--- config.mk ---
export PLATFORM = sky130hd
export DESIGN_NAME = tst_ram
export DESIGN_NICKNAME = d
export VERILOG_FILES = /design/src/hdl/tst_ram.sv
export SDC_FILE = /design/constraint.sdc
export NUM_CORES = 1
export LEC_CHECK = 0
export BUFFER_PORTS_ARGS = -buffer_cell sky130_fd_sc_hd__buf_2
export CORE_UTILIZATION = 40
export DETAILED_ROUTE_END_ITERATION = 16
export GPL_ROUTABILITY_DRIVEN = 0
export GPL_TIMING_DRIVEN = 0
export PLACE_DENSITY = 0.65
export SETUP_SLACK_MARGIN = 0.3
export SLEW_MARGIN = 10
export SYNTH_ARGS = -nofsm -noshare
export SYNTH_HDL_FRONTEND = slang
export SYNTH_SLANG_ARGS = --single-unit
--- constraint.sdc ---
create_clock -name clk -period 1.8 [get_ports clk]
set_input_delay 0 -clock clk [delete_from_list [all_inputs] [get_ports clk]]
set_output_delay 0 -clock clk [all_outputs]
set_load 0.01 [all_outputs]
--- src/hdl/tst_ram.sv ---
`default_nettype none
module tst_ram #(
    parameter int WIDTH = 8,
    parameter int DEPTH = 16
) (
    input  wire logic                                   clk,
    input  wire logic                                   we,
    input  wire logic [(DEPTH > 1 ? $clog2(DEPTH) : 1)-1:0] waddr,
    input  wire logic [WIDTH-1:0]                       wdata,
    input  wire logic [(DEPTH > 1 ? $clog2(DEPTH) : 1)-1:0] raddr,
    output logic      [WIDTH-1:0]                       rdata
);
    logic [WIDTH-1:0] mem [DEPTH];
    logic [WIDTH-1:0] rdata_reg;

    always_ff @(posedge clk)
    begin
        if (we)
        begin
            mem[waddr] <= wdata;
        end
        rdata_reg <= mem[raddr];
    end

    assign rdata = rdata_reg;
endmodule
`default_nettype wire

Word level (Yosys, flattened, before mapping)
Memories as Yosys holds them, arrays and structs flattened. A register that Yosys moved wholly into a read port is not among the register bits.
Cells that the tools add are included.
{"block": "totals", "ff_bits": 0, "mem_bits_rw": 128, "input_bits": 18, "out_inout_bits": 8, "word_cells": 3, "mem_count": 1}
{"name": "mem", "depth": 16, "width": 8, "read_ports": 1, "rd_ports_with_merged_regs": 1, "write_ports": 1, "line": "13", "text": "logic [WIDTH-1:0] mem [DEPTH];"}
{"block": "classes", "muxes": 2}
{"op": "2-to-1 mux 1 bit", "count": 2}

Longest topological paths before layout
{"block": "depth", "word_depth": 2, "ltp_mapped": 5}

Least setup slack after synthesis
OpenSTA, ideal clock, no wires.
{"block": "synth_path", "path_type": "input to register", "from": "input waddr[2] in the netlist's numbering", "to": "memory mem[0][0], enable pin", "setup_ps": 383, "t_arrival_ps": 1110, "required_ps": 1417, "setup_slack_ps": 307, "cell_stages": 2, "path_cell_list": "or3b_2 > nor3_1"}
{"element": "from (decl)", "line": "8", "text": "input wire logic [(DEPTH > 1 ? $clog2(DEPTH) : 1)-1:0] waddr,"}
{"element": "to (decl)", "line": "13"}
No word-level cell before the write port.

==> impl_metrics.tcl <==
set metrics [dict create \
    worstPathMaxFanout 1 \
    drtPass1Iterations 4 \
    synth_most_common_cell "edfxtp_1" \
    grt_max_degree 17 \
    design_area_um2 6080 \
    synth_top_area_share_pct 74.7 \
    power_leakage_nw 2.01 \
    status "finished clean" \
    synth_edf_count 128 \
    drv_cap 0 \
    required_ps 2090 \
    die_h_um 115 \
    first_global_vias 2382 \
    tightest_slew_ps 1170 \
    drive_gt1_share_pct 27.6 \
    clock_skew_ps 10.8 \
    fin_nets 297 \
    die_area_um2 13300 \
    synth.largest_area_cell "edfxtp_1" \
    cts.root.buffer_cell "clkbuf_16" \
    fmax_ghz 0.707 \
    post-cts-setup-buffers 0 \
    dp_hpwl_mm 6.14 \
    synthXorXnorAreaFrac_pct 0 \
    cts_tree "done" \
    syn_nets 247 \
    r2r_slack_ps 390 \
    muxShareOfSynthArea_pct 15.0 \
    io_buffers 24 \
    place_inst 425 \
    rows 41 \
    track_usage_pct 16.7 \
    yosysSeqAreaShare_pct 77.8 \
    viasPerCell 5.21 \
    drc 0 \
    largest_reg_flops 128 \
    worstSetupPathType "register to register" \
    whs_ps 16.9 \
    setup_ws_ps 385 \
    die-width_um 115 \
    start_kind "register" \
    rsz0062_at_grt "no" \
    setup.worst_path.start "mem[1][5]$_DFFE_PP_" \
    max_slew_margin_pct 21.4 \
    synth_top_family_by_area "multiplexers" \
    synth_adder_area_share_pct 0 \
    cp.arrival_ps 1710 \
    wire_per_inst_um 21.2 \
    synthArstFlopShare_pct 0 \
    yosysWarnings 0 \
    yosys.area_share.simple_pct 3.18 \
    areaGrowthSynthToFinish_pct 18.2 \
    post-route-period-util_pct 78.6 \
    setup_viol 0 \
    core_area_um2 12600 \
    p_per_area_nw_per_um2 1150 \
    cts_buffers 17 \
    diodes 0 \
    dpl_cell_area_um2 5490 \
    clock-sinks 136 \
    ys_top_cells_by_count "edfxtp_1 (128), mux4_2 (18), a22oi_1 (16)" \
    drtIter0Drc 178 \
    dr_total_vias 2408 \
    final-hold-violation-count 0 \
    initial_core_util_pct 41.0 \
    antenna_found_initial 0 \
    fillers 1025 \
    finalPower_mw 6.97 \
    reg2reg_from "mem[1][5]$_DFFE_PP_" \
    path_clk_slew_ps 50 \
    grt_pass1_wl_mm 14.7 \
    top_level_ports 26 \
    wirelength_mm 9.77 \
    maxSlewViolCount 0 \
    min_path_type "primary input to register" \
    cts_resized 0 \
    htree_levels 4 \
    avgSynthCellArea_um2 22.5 \
    ant_nets 0 \
    synthCells 229 \
    synth_area_um2 5150 \
    dp_slack_ps 95.4 \
    clk_latency_ps 420 \
    synth_area_leaders "edfxtp_1 (75%), mux4_2 (7.9%), mux4_1 (7.1%)" \
    min_from "wdata[1]" \
    overflow 0 \
    postLayoutCoreUtil_pct 48.4 \
    worst_setup_path_end_kind "register" \
    synth-compound-area-share_pct 2.33 \
    period_needed_ps 1410 \
    ys_ff_latch 136 \
    yosysUniqueCellTypes 19 \
    synthFlopType "edfxtp_1" \
    peakVddDrop_mv 1.15 \
    cts_buffer_depth 2 \
    finalSetupTns_ps 0 \
    final_cells 462 \
]
## cell usage in the layout, fill, tap and decap left out, drive strengths merged
cell type      Yosys  final
or3b               1      1
edfxtp           128    128
nand3              1      1
mux4              32     32
a22oi             16     16
nor2              13     13
nor3               4      4
clkbuf             0     20
clkinvlp           0      4
nand2b             2      2
nor2b              1      1
buf                7     31
clkdlybuf4s25      3      3
dfxtp              8      8
nand2              9      9
dlygate4sd3        0      7
clkinv             0      5
nand3b             2      2
and2b              1      1
and2               1      1
bufinv             0      1
## area by class of cell
cell class              count  area [um^2]  area share, %
repair buffers             31          190           3.13
clock inverters            10         82.6           1.36
well taps                 172          215           3.54
clock buffers              20          437           7.18
plain buffers              10         86.3           1.42
multi-input cells          83         1070           17.5
flip-flops and latches    136         4000           65.8
## report_power, final
| group | internal (mW) | switching, mW | total, mW |
|---|---|---|---|
| Sequential | 3.54 | 0.0155 | 3.56 |
| Clock | 1.86 | 1.19 | 3.05 |
| Combinational | 0.151 | 0.204 | 0.355 |
| Total | 5.55 | 1.41 | 6.97 |
## cells by family after synthesis
family,after synthesis
compound gates,16
buf+inv,10
flops,136
mux,32
simple gates,35
## per-layer routing
layer / vias to the layer above / part of all wire (%) / track usage, % / wire length [um]
li1: 1073 / - / - / -
met3: 7 / 8.0 / 6.38 / 781
met1: 1244 / 44 / 22.4 / 4280
met4: 0 / 0.84 / 6.49 / 82
met5: - / 0 / 0 / 0
met2: 84 / 47 / 24.9 / 4630
## critical path: stages, from the launching register on
cell and delay [ps]:
edfxtp_1 360, mux4_1 530, a22oi_1 310, nand2_1 100
## final timing paths
path / endpoint / cells after the start
setup / recovery: rdata[5]$_DFF_P_ / 3
hold / removal: mem[5][1]$_DFFE_PP_ / 1
setup reg to reg: rdata[5]$_DFF_P_ / 3
hold reg to reg: rdata[3]$_DFF_P_ / 3
## repair_timing
action | CTS | global route
setup endpoints to repair | 0 | 0
hold endpoints to repair | 99 | 0
hold buffers | 7 | 0
No activity file was read; power rests on OpenSTA's default activity.
