### src/hdl/tst_pkg.sv
`default_nettype none
package tst_pkg;

    localparam logic [3:0] KIND_EVENT      = 4'd0;
    localparam logic [3:0] KIND_DUPLICATE  = 4'd1;
    localparam logic [3:0] KIND_LATE       = 4'd2;
    localparam logic [3:0] KIND_REJECT     = 4'd3;
    localparam logic [3:0] KIND_FULL       = 4'd4;
    localparam logic [3:0] KIND_SILENT_SET = 4'd5;
    localparam logic [3:0] KIND_SILENT_CLR = 4'd6;
    localparam logic [3:0] KIND_HIGH_SET   = 4'd7;
    localparam logic [3:0] KIND_HIGH_CLR   = 4'd8;

    localparam logic [1:0] CFG_SILENCE    = 2'd0;
    localparam logic [1:0] CFG_WATERMARK  = 2'd1;
    localparam logic [1:0] CFG_HIGH_SET   = 2'd2;
    localparam logic [1:0] CFG_HIGH_CLEAR = 2'd3;

    localparam logic [31:0] SEQ_WRAP_HIGH = 32'hffff_fff0;
    localparam logic [31:0] SEQ_WRAP_LOW  = 32'h0000_000f;
    localparam logic [31:0] COUNT_MAX     = 32'hffff_ffff;
    localparam int          MAX_RECORDS   = 16;

    typedef struct packed {
        logic [31:0] device;
        logic        seq_known;
        logic [31:0] prev_seq;
        logic [63:0] last_time;
        logic        silent;
    } slot_t;

    typedef struct packed {
        logic [3:0]         kind;
        logic [31:0]        device;
        logic [31:0]        sequence_no;
        logic [31:0]        prior;
        logic [63:0]        stamp;
        logic [15:0]        metric;
        logic signed [35:0] value;
        logic signed [31:0] average;
        logic [31:0]        tally;
        logic               last;
    } rec_t;

endpackage
`default_nettype wire

### src/hdl/tst_div.sv
`default_nettype none
module tst_div #(
    parameter int SUM_W = 37,
    parameter int CNT_W = 4
) (
    input  wire logic                    clk,
    input  wire logic                    rst_n,
    input  wire logic                    go,
    input  wire logic signed [SUM_W-1:0] dividend,
    input  wire logic [CNT_W-1:0]        divisor,
    output logic                         done,
    output logic [31:0]                  quotient
);
    import tst_pkg::*;

    localparam int STEP_W = $clog2(SUM_W + 1);

    logic              busy_reg, busy_next;
    logic              done_reg, done_next;
    logic              neg_reg, neg_next;
    logic [STEP_W-1:0] step_reg, step_next;
    logic [SUM_W-1:0]  quo_reg, quo_next;
    logic [CNT_W:0]    rem_reg, rem_next;
    logic [CNT_W-1:0]  dsr_reg, dsr_next;
    logic [CNT_W:0]    shifted;
    logic              bit_q;
    logic [SUM_W-1:0]  result;

    always_comb
    begin
        busy_next = busy_reg;
        done_next = 1'b0;
        neg_next  = neg_reg;
        step_next = step_reg;
        quo_next  = quo_reg;
        rem_next  = rem_reg;
        dsr_next  = dsr_reg;
        shifted   = {rem_reg[CNT_W-1:0], quo_reg[SUM_W-1]};
        bit_q     = (shifted >= {1'b0, dsr_reg});
        if (go)
        begin
            busy_next = 1'b1;
            neg_next  = dividend[SUM_W-1];
            quo_next  = dividend[SUM_W-1] ? SUM_W'(-dividend) : SUM_W'(dividend);
            rem_next  = '0;
            dsr_next  = divisor;
            step_next = STEP_W'(SUM_W);
        end
        else if (busy_reg)
        begin
            rem_next  = bit_q ? shifted - {1'b0, dsr_reg} : shifted;
            quo_next  = {quo_reg[SUM_W-2:0], bit_q};
            step_next = step_reg - 1'b1;
            if (step_reg == STEP_W'(1))
            begin
                busy_next = 1'b0;
                done_next = 1'b1;
            end
        end
    end

    always_ff @(posedge clk or negedge rst_n)
    begin
        if (!rst_n)
        begin
            busy_reg <= 1'b0;
            done_reg <= 1'b0;
        end
        else
        begin
            busy_reg <= busy_next;
            done_reg <= done_next;
        end
    end

    always_ff @(posedge clk)
    begin
        neg_reg  <= neg_next;
        step_reg <= step_next;
        quo_reg  <= quo_next;
        rem_reg  <= rem_next;
        dsr_reg  <= dsr_next;
    end

    assign result   = neg_reg ? -quo_reg : quo_reg;
    assign quotient = result[31:0];
    assign done     = done_reg;
endmodule
`default_nettype wire

### config.mk
export PLATFORM = sky130hd
export DESIGN_NAME = tst_div
export DESIGN_NICKNAME = d
export VERILOG_FILES = /design/src/hdl/tst_pkg.sv /design/src/hdl/tst_div.sv
export SDC_FILE = /design/constraint.sdc
export NUM_CORES = 1
export LEC_CHECK = 0
export ABC_AREA = 1
export BUFFER_PORTS_ARGS = -buffer_cell sky130_fd_sc_hd__buf_4
export CAP_MARGIN = 20
export CORE_ASPECT_RATIO = 1.4
export CORE_MARGIN = 2
export CORE_UTILIZATION = 25
export DETAILED_ROUTE_END_ITERATION = 10
export GPL_ROUTABILITY_DRIVEN = 0
export GPL_TIMING_DRIVEN = 0
export PLACE_DENSITY = 0.4
export SLEW_MARGIN = 10
export SYNTH_ARGS = -nofsm -noshare
export SYNTH_HDL_FRONTEND = slang
export SYNTH_SLANG_ARGS = --single-unit
### constraint.sdc
create_clock -name clk -period 2.7 [get_ports clk]
set_input_delay 0.54 -clock clk [delete_from_list [all_inputs] [get_ports clk]]
set_output_delay 0.54 -clock clk [all_outputs]
set_load 0.02 [all_outputs]
== After elaboration in Yosys (flattened, before gate mapping) ==
Cells that the tools add are included.

* Register bits: 54
* Output and inout bits: 33

* Reductions and logical operators: 1
* Magnitude comparators: 1
* Eq/ne operators: 1
* Add/subtract/negate cells: 4
* Muxes and demuxes: 11

{| class="wikitable"
|+ Operators by type and width
! operator !! number
|-
| 37-bit two-way mux || 3
|-
| 37-bit negator || 1
|-
| 32-bit two-way mux || 1
|-
| 32-bit negator || 1
|-
| 6-bit by 1-bit equality test with 1-bit output (second input constant) || 1
|-
| 1-bit two-way mux || 6
|-
| 6-bit by 1-bit subtractor with 6-bit output (second input constant) || 1
|-
| 5-bit by 4-bit >= comparator with 1-bit output || 1
|-
| 4-bit two-way mux || 1
|-
| 4-bit subtractor || 1
|-
| 2-bit nonzero test || 1
|}

== Depth between registers and ports, before layout ==
Gate-level depths: netlist (run 1).

* Depth in word-level cells: 4
* Gate-level depth with buffers: 10
* Depth with buffers taken out: 10

== Worst setup path after synthesis (run 1) ==
Ideal clock, no wire load.

* Path kind: register to output
* From: reg quo_reg[0]
* To: out quotient[18]
* Stages on the path, launching flop included: 9
* Data arrival time: 1547 ps
* Path buffers: 0
* Slack: 613 ps
* Cell sequence: edfxtp_1 > inv_1 > ha_1 > nand3_1 > nor2_2 > nand4_1 > nand2_1 > nand2_1 > xor2_1

* Word-level cells in the longest chain between the ends: 2

{| class="wikitable"
|+ Ends and longest elaborated chain
! what !! RTL line !! source
|-
| start, declared || tst_div.sv:22 || <nowiki>logic [SUM_W-1:0] quo_reg, quo_next;</nowiki>
|-
| start signal, assigned || tst_div.sv:80 || <nowiki>quo_reg <= quo_next;</nowiki>
|-
| 32-bit negator || tst_div.sv:85 || <nowiki>assign result = neg_reg ? -quo_reg : quo_reg;</nowiki>
|-
| 32-bit two-way mux || tst_div.sv:85 ||
|-
| end, declared || tst_div.sv:12 || <nowiki>output logic [31:0] quotient</nowiki>
|}

Every way passes these cells.

== Final worst setup path (run 1) ==
* From: reg quo_reg[7]
* To: out quotient[26]

The elaborated chain is that of the path after synthesis.

==> results of run 1 <==
[Yosys cell counts (6+ instances only)]
| library cell | instances |
|---|---|
| nor2_1 | 88 |
| o21ai_0 | 51 |
| clkbuf_1 | 8 |
| nor2_2 | 9 |
| xor2_1 | 33 |
| nand2_1 | 176 |
| edfxtp_1 | 42 |
| buf_2 | 6 |
| o21ai_1 | 7 |
| a21oi_1 | 11 |
| ha_1 | 8 |
| nand4_1 | 16 |
| nand3_1 | 70 |
| inv_1 | 67 |
| dfxtp_1 | 10 |
[power groups by stage]
stage                     combinational (µW)  clock [µW]  sequential, µW
after CTS                               1080         674            1110
final                                   1080         640            1110
after global placement                  1070           0            1130
after detailed placement                1080           0            1130
after global routing                    1200         699            1130
after floorplan                          681           0            1100
[path summary, 6_finish.rpt]
| check | slack [ps] | from | cells after the start | endpoint |
|---|---|---|---|---|
| max | 130 | quo_reg[7]$_DFFE_PP_ | 9 | quotient[26] |
| min reg2reg | 480 | rem_reg[3]$_SDFFE_PP0P_ | 2 | rem_reg[3]$_SDFFE_PP0P_ |
| max in group asynchronous | 2610 | rst_n | 1 | busy_reg$_DFF_PN0_ |
| max reg2reg | 1010 | dsr_reg[1]$_DFFE_PP_ | 9 | rem_reg[0]$_SDFFE_PP0P_ |
| min in group clk | 410 | divisor[3] | 1 | dsr_reg[3]$_DFFE_PP_ |
| min | 8 | rst_n | 1 | done$_DFF_PN0_ |
[final cells by class]
class,count,area [µm²],share of cell area [%]
Timing Repair Buffer,79,606,11.1
Multi-Input combinational cell,505,2540,46.5
Inverter,71,267,4.87
Clock buffer,5,125,2.29
Tap cell,236,295,5.40
Sequential cell,54,1510,27.6
Buffer,20,109,1.99
Clock inverter,3,16.3,0.297
[metrics by stage]
stage / hold slack [ps] / setup TNS [ps] / area (µm²) / std cells
after global placement: 323 / -5450 / 5270 / 962
after CTS: 3.53 / 0 / 5460 / 972
after detailed placement: 325 / 0 / 5300 / 963
after floorplan: 244 / 0 / 4410 / 650
final: 7.59 / 0 / 5470 / 973
after global routing: 0.0201 / 0 / 5470 / 973
[routing by layer]
metal,part of all wire (%),GRT usage (%),vias to the layer above,routed length (µm)
li1,-,-,2296,-
met1,40,17.9,2006,5960
met2,53,30.3,109,7860
met3,3.7,1.95,30,555
met4,3.3,6.71,0,495
met5,0,0,-,0
[cell families (layout without fill, tap and decap cells)]
logic type / count (synthesis) / after routing / synth area share, %
AO/OA/AOI/OAI: 82 / 82 / 10.0
XOR/XNOR: 37 / 37 / 7.35
adder cells (fa/ha/maj): 9 / 9 / 2.73
buffers and inverters: 91 / 178 / 8.52
flip-flops: 54 / 54 / 34.3
AND/OR/NAND/NOR: 377 / 377 / 37.1
[timing repair]
action	CTS	global route
resized for setup	2	4
setup buffers	1	1
hold buffers	0	0
setup endpoints to repair	2	5
pin swaps	1	1
==> impl_metrics.yaml, run 1 <==
sta:
  hold_violations: 0
  min_period_over_period_pct: 95.2
  finalWorstSetupSlack_ps: 129
  finClkSkew_ps: 3.89
  maxSlewViolCount: 0
  worst_pin_slew_ps: 633
  achievable-frequency_ghz: 0.389
  timing.slew.headroom_pct: 57.8
  setup_viol: 0
  rsz_0062_raised_after_global_routing: "no"
  period_minus_slack_ps: 2570
power_and_ir_drop:
  p_seq_share_pct: 39.3
  power.share.combinational_pct: 38.1
  netSwitchingFraction_pct: 37.2
  power_switching_uw: 1050
  power_per_cell_area_nw_per_um2: 518
  clock_power_share_pct: 22.6
  cell_internal_pwr_uw: 1780
  fin_total_pwr_uw: 2830
  leakagePower_uw: 0.00243
  vdd.ir_drop.worst_v: 0.000272
grt:
  grt_first_pass_wirelength_mm: 23.2
  via_count_of_the_first_global_routing_pass: 4518
  grt-ovfl-total: 0
  grt_start_max_net_pins: 32
  gr-usage-all-layers_pct: 16.1
  grt_antenna_before_repair: 0
final_layout:
  layout-drive-gt1-share_pct: 17.0
  finalCoreUtilization_pct: 31.6
  n_fill_cell: 1905
  largest_register_ffs: 37
  area.growth.synth_to_final_pct: 24.1
  nNetsFinal: 789
  final_common_cell: "nand2_1"
  mostFrequentLayoutCells: "nand2_1, nor2_1, buf_4, nand3_1, inv_1"
  antenna_cells: 0
critical_path:
  critical_path.top_delay_family: "simple AND/OR/NAND/NOR gates"
  critical_path.max_stage_delay_ps: 470
  timing.critical_path.cells: "nor2_2 -> nand3_1 -> nor2_1 -> nand2_1 -> o21ai_0 -> nand2_1 -> nand2_1 -> o21ai_0 -> buf_4"
  setup.worst_path.class: "flop to output pin"
  startpoint_type: "flop"
  critical_path_buf_inv_count: 1
  worstSetupEndpointType: "output pin"
  arrival_time_at_the_worst_endpoint_ps: 2030
  critical-path-top-cell-by-count: "nand2_1"
  cp_slowest_cell: "edfxtp_1"
  crit_path_max_fanout: 4
  cp.required_ps: 2160
floorplan:
  fp.dieW_um: 116
  design.core.area_um2: 17300
  placementRows: 57
  die-area_um2: 18700
  num_io_pins: 77
  floorplan.initialDensity_pct: 25.4
  die_h_um: 161
clocking:
  cts_sinks: 54
  cts-root-buf: "clkbuf_16"
  htreeDepth: 2
  cts.reportedPaths.clkPinSlew_ps: 70
  tritoncts.num_buffers: 5
  clock_tree.buffer_depth: 2
  clock_insertion_delay_worst_skew_ps: 300
  cts_tree: "built"
logic_synthesis:
  synth_cell_types: 35
  syn-num-nets: 703
  yosys_most_used_dff: "edfxtp_1"
  synth_sequential_area_ratio_pct: 34.3
  syn-mean-instance-area_um2: 6.78
  number_of_synthesized_flops_with_an_enable_pin: 42
  syn_area_um2: 4410
  yosys.area.top_type: "edfxtp_1"
  yosysWarnings: 0
  ys_async_sr_fraction_pct: 3.70
  post_synthesis_cells: 650
  synth-seq-cells: 54
  synth_largest_type_area_fraction_pct: 28.6
  synthTopCellsByArea: "edfxtp_1, nand2_1, nand3_1"
outcome:
  result_of_the_run: "finished, final reports clean"
route:
  via_count: 4441
  detailedRoute.firstIterationViolations: 262
  detail_route.drc_violations: 0
  routed_wire_length_per_instance_um: 15.3
  drtPass1Iterations: 5
  wirelength_mm: 14.9
  drt.antenna.violating_nets: 0
  detail_routed_via_count_per_cell: 4.56
placement:
  io_buffer_count: 76
  pre_cts_ws_ps: 252
  post-dp-hpwl_mm: 12.3
job:
  drv_cap: 0
worst_hold_path:
  timing.hold.worst.class: "input port to asynchronous set/reset pin"
Note: power is estimated with default switching activity, not from simulation.
==> run 2, diff against run 1 <==
Settings changed: CORE_ASPECT_RATIO 1.4 to not set.
==> impl_metrics.yaml, run 2 (synthesis gave the netlist of run 1 again) <==
critical_path:
  startpoint_type: "flop"
  crit_path_max_fanout: 5
  arrival_time_at_the_worst_endpoint_ps: 2000
  setup.worst_path.class: "flop to output pin"
  cp.required_ps: 2160
  worstSetupEndpointType: "output pin"
power_and_ir_drop:
  p_seq_share_pct: 38.5
  power_switching_uw: 1060
  power.share.combinational_pct: 37.1
  fin_total_pwr_uw: 2900
  netSwitchingFraction_pct: 36.6
  vdd.ir_drop.worst_v: 0.000240
  clock_power_share_pct: 24.4
  leakagePower_uw: 0.00244
  power_per_cell_area_nw_per_um2: 528
  cell_internal_pwr_uw: 1840
clocking:
  tritoncts.num_buffers: 5
  htreeDepth: 2
  cts-root-buf: "clkbuf_16"
  cts_tree: "built"
  clock_tree.buffer_depth: 2
  cts_sinks: 54
  clock_insertion_delay_worst_skew_ps: 300
  cts.reportedPaths.clkPinSlew_ps: 80
route:
  detail_routed_via_count_per_cell: 4.52
  routed_wire_length_per_instance_um: 14.8
  detail_route.drc_violations: 0
  wirelength_mm: 14.3
  drt.antenna.violating_nets: 0
  via_count: 4350
  detailedRoute.firstIterationViolations: 228
  drtPass1Iterations: 5
floorplan:
  die_h_um: 137
  floorplan.initialDensity_pct: 25.5
  num_io_pins: 77
  fp.dieW_um: 137
  die-area_um2: 18700
  placementRows: 48
  design.core.area_um2: 17300
final_layout:
  nNetsFinal: 789
  n_fill_cell: 1921
  multiInputGateArea_um2: 2550
  area.growth.synth_to_final_pct: 24.5
  area_taken_by_flip_flops_and_latches_um2: 1510
  largest_register_ffs: 37
  antenna_cells: 0
  layout-drive-gt1-share_pct: 17.2
  mostFrequentLayoutCells: "nand2_1, nor2_1, buf_4, nand3_1, inv_1"
  final_common_cell: "nand2_1"
sta:
  finClkSkew_ps: 8.44
  finalWorstSetupSlack_ps: 164
  period_minus_slack_ps: 2540
  min_period_over_period_pct: 93.9
  maxSlewViolCount: 0
  hold_violations: 0
  worst_pin_slew_ps: 565
  timing.slew.headroom_pct: 62.3
  setup_viol: 0
  achievable-frequency_ghz: 0.394
worst_hold_path:
  timing.hold.worst.class: "input port to flop"
placement:
  post-dp-hpwl_mm: 11.8
  pre_cts_ws_ps: 303
  io_buffer_count: 76
grt:
  grt_start_max_net_pins: 34
  grt_first_pass_wirelength_mm: 22.3
  gr-usage-all-layers_pct: 15.5
  grt_antenna_before_repair: 0
  via_count_of_the_first_global_routing_pass: 4207
  grt-ovfl-total: 0
job:
  drv_cap: 0
outcome:
  result_of_the_run: "finished, final reports clean"
## run 2: final timing paths
kind	startpoint	endpoint	slack (ps)	cells past startpoint
max	quo_reg[0]$_DFFE_PP_	quotient[22]	160	9
max reg2reg	dsr_reg[2]$_DFFE_PP_	quo_reg[0]$_DFFE_PP_	1020	8
min in group asynchronous	rst_n	busy_reg$_DFF_PN0_	540	2
min	divisor[2]	dsr_reg[2]$_DFFE_PP_	410	1
min reg2reg	rem_reg[3]$_SDFFE_PP0P_	rem_reg[3]$_SDFFE_PP0P_	490	2
max in group asynchronous	rst_n	done$_DFF_PN0_	2070	2
## run 2: area by class of cell
class,instances,share of cell area (%)
flip-flops and latches,54,27.5
well taps,225,5.13
inverters,71,4.86
clock buffers,7,2.78
repair buffers,79,11.1
clock inverters,1,0.160
plain buffers,20,1.98
multi-input cells,505,46.5
## run 2: per-layer routing
layer | vias up | routed length [µm] | GRT usage [%]
li1 | 2298 | - | -
met1 | 1927 | 6390 | 20.1
met2 | 107 | 6850 | 26.9
met5 | - | 0 | 0
met4 | 0 | 342 | 5.04
met3 | 18 | 695 | 1.78
## run 2: critical path: stages (launching register included)
cell and delay, ps:
edfxtp_1 420, inv_2 110, ha_2 230, nand3_4 120, nor2_4 190, nand3_1 120, xor2_1 150, nand2_1 60
o21ai_0 110, buf_4 190
## run 2: repair_timing
| action | in CTS | in global routing |
|---|---|---|
| cloned | 0 | 0 |
| pin swaps | 0 | 1 |
| hold buffers | 1 | 0 |
| setup buffers | 0 | 1 |
| gates resized for setup | 0 | 8 |
| setup endpoints to repair | 4 | 10 |
| endpoints found under the hold margin | 2 | 0 |
## run 2: stage by stage
step	std cells	hold WS, ps	util, %	area, µm²	setup TNS [ps]
6_report	962	407	31.7	5490	0
4_1_cts	961	402	31.5	5450	-88.7
5_1_grt	962	401	31.7	5490	-9.37
3_5_place_dp	952	325	30.5	5280	0
2_1_floorplan	650	244	-	4410	0
3_3_place_gp	951	322	30.4	5260	-4530
## run 2: power groups by stage
stage	combinational (µW)	clock, µW	sequential, µW
4_1_cts	1070	734	1120
3_5_place_dp	1070	0	1130
2_1_floorplan	681	0	1100
5_1_grt	1200	763	1130
6_report	1070	708	1120
3_3_place_gp	1060	0	1140
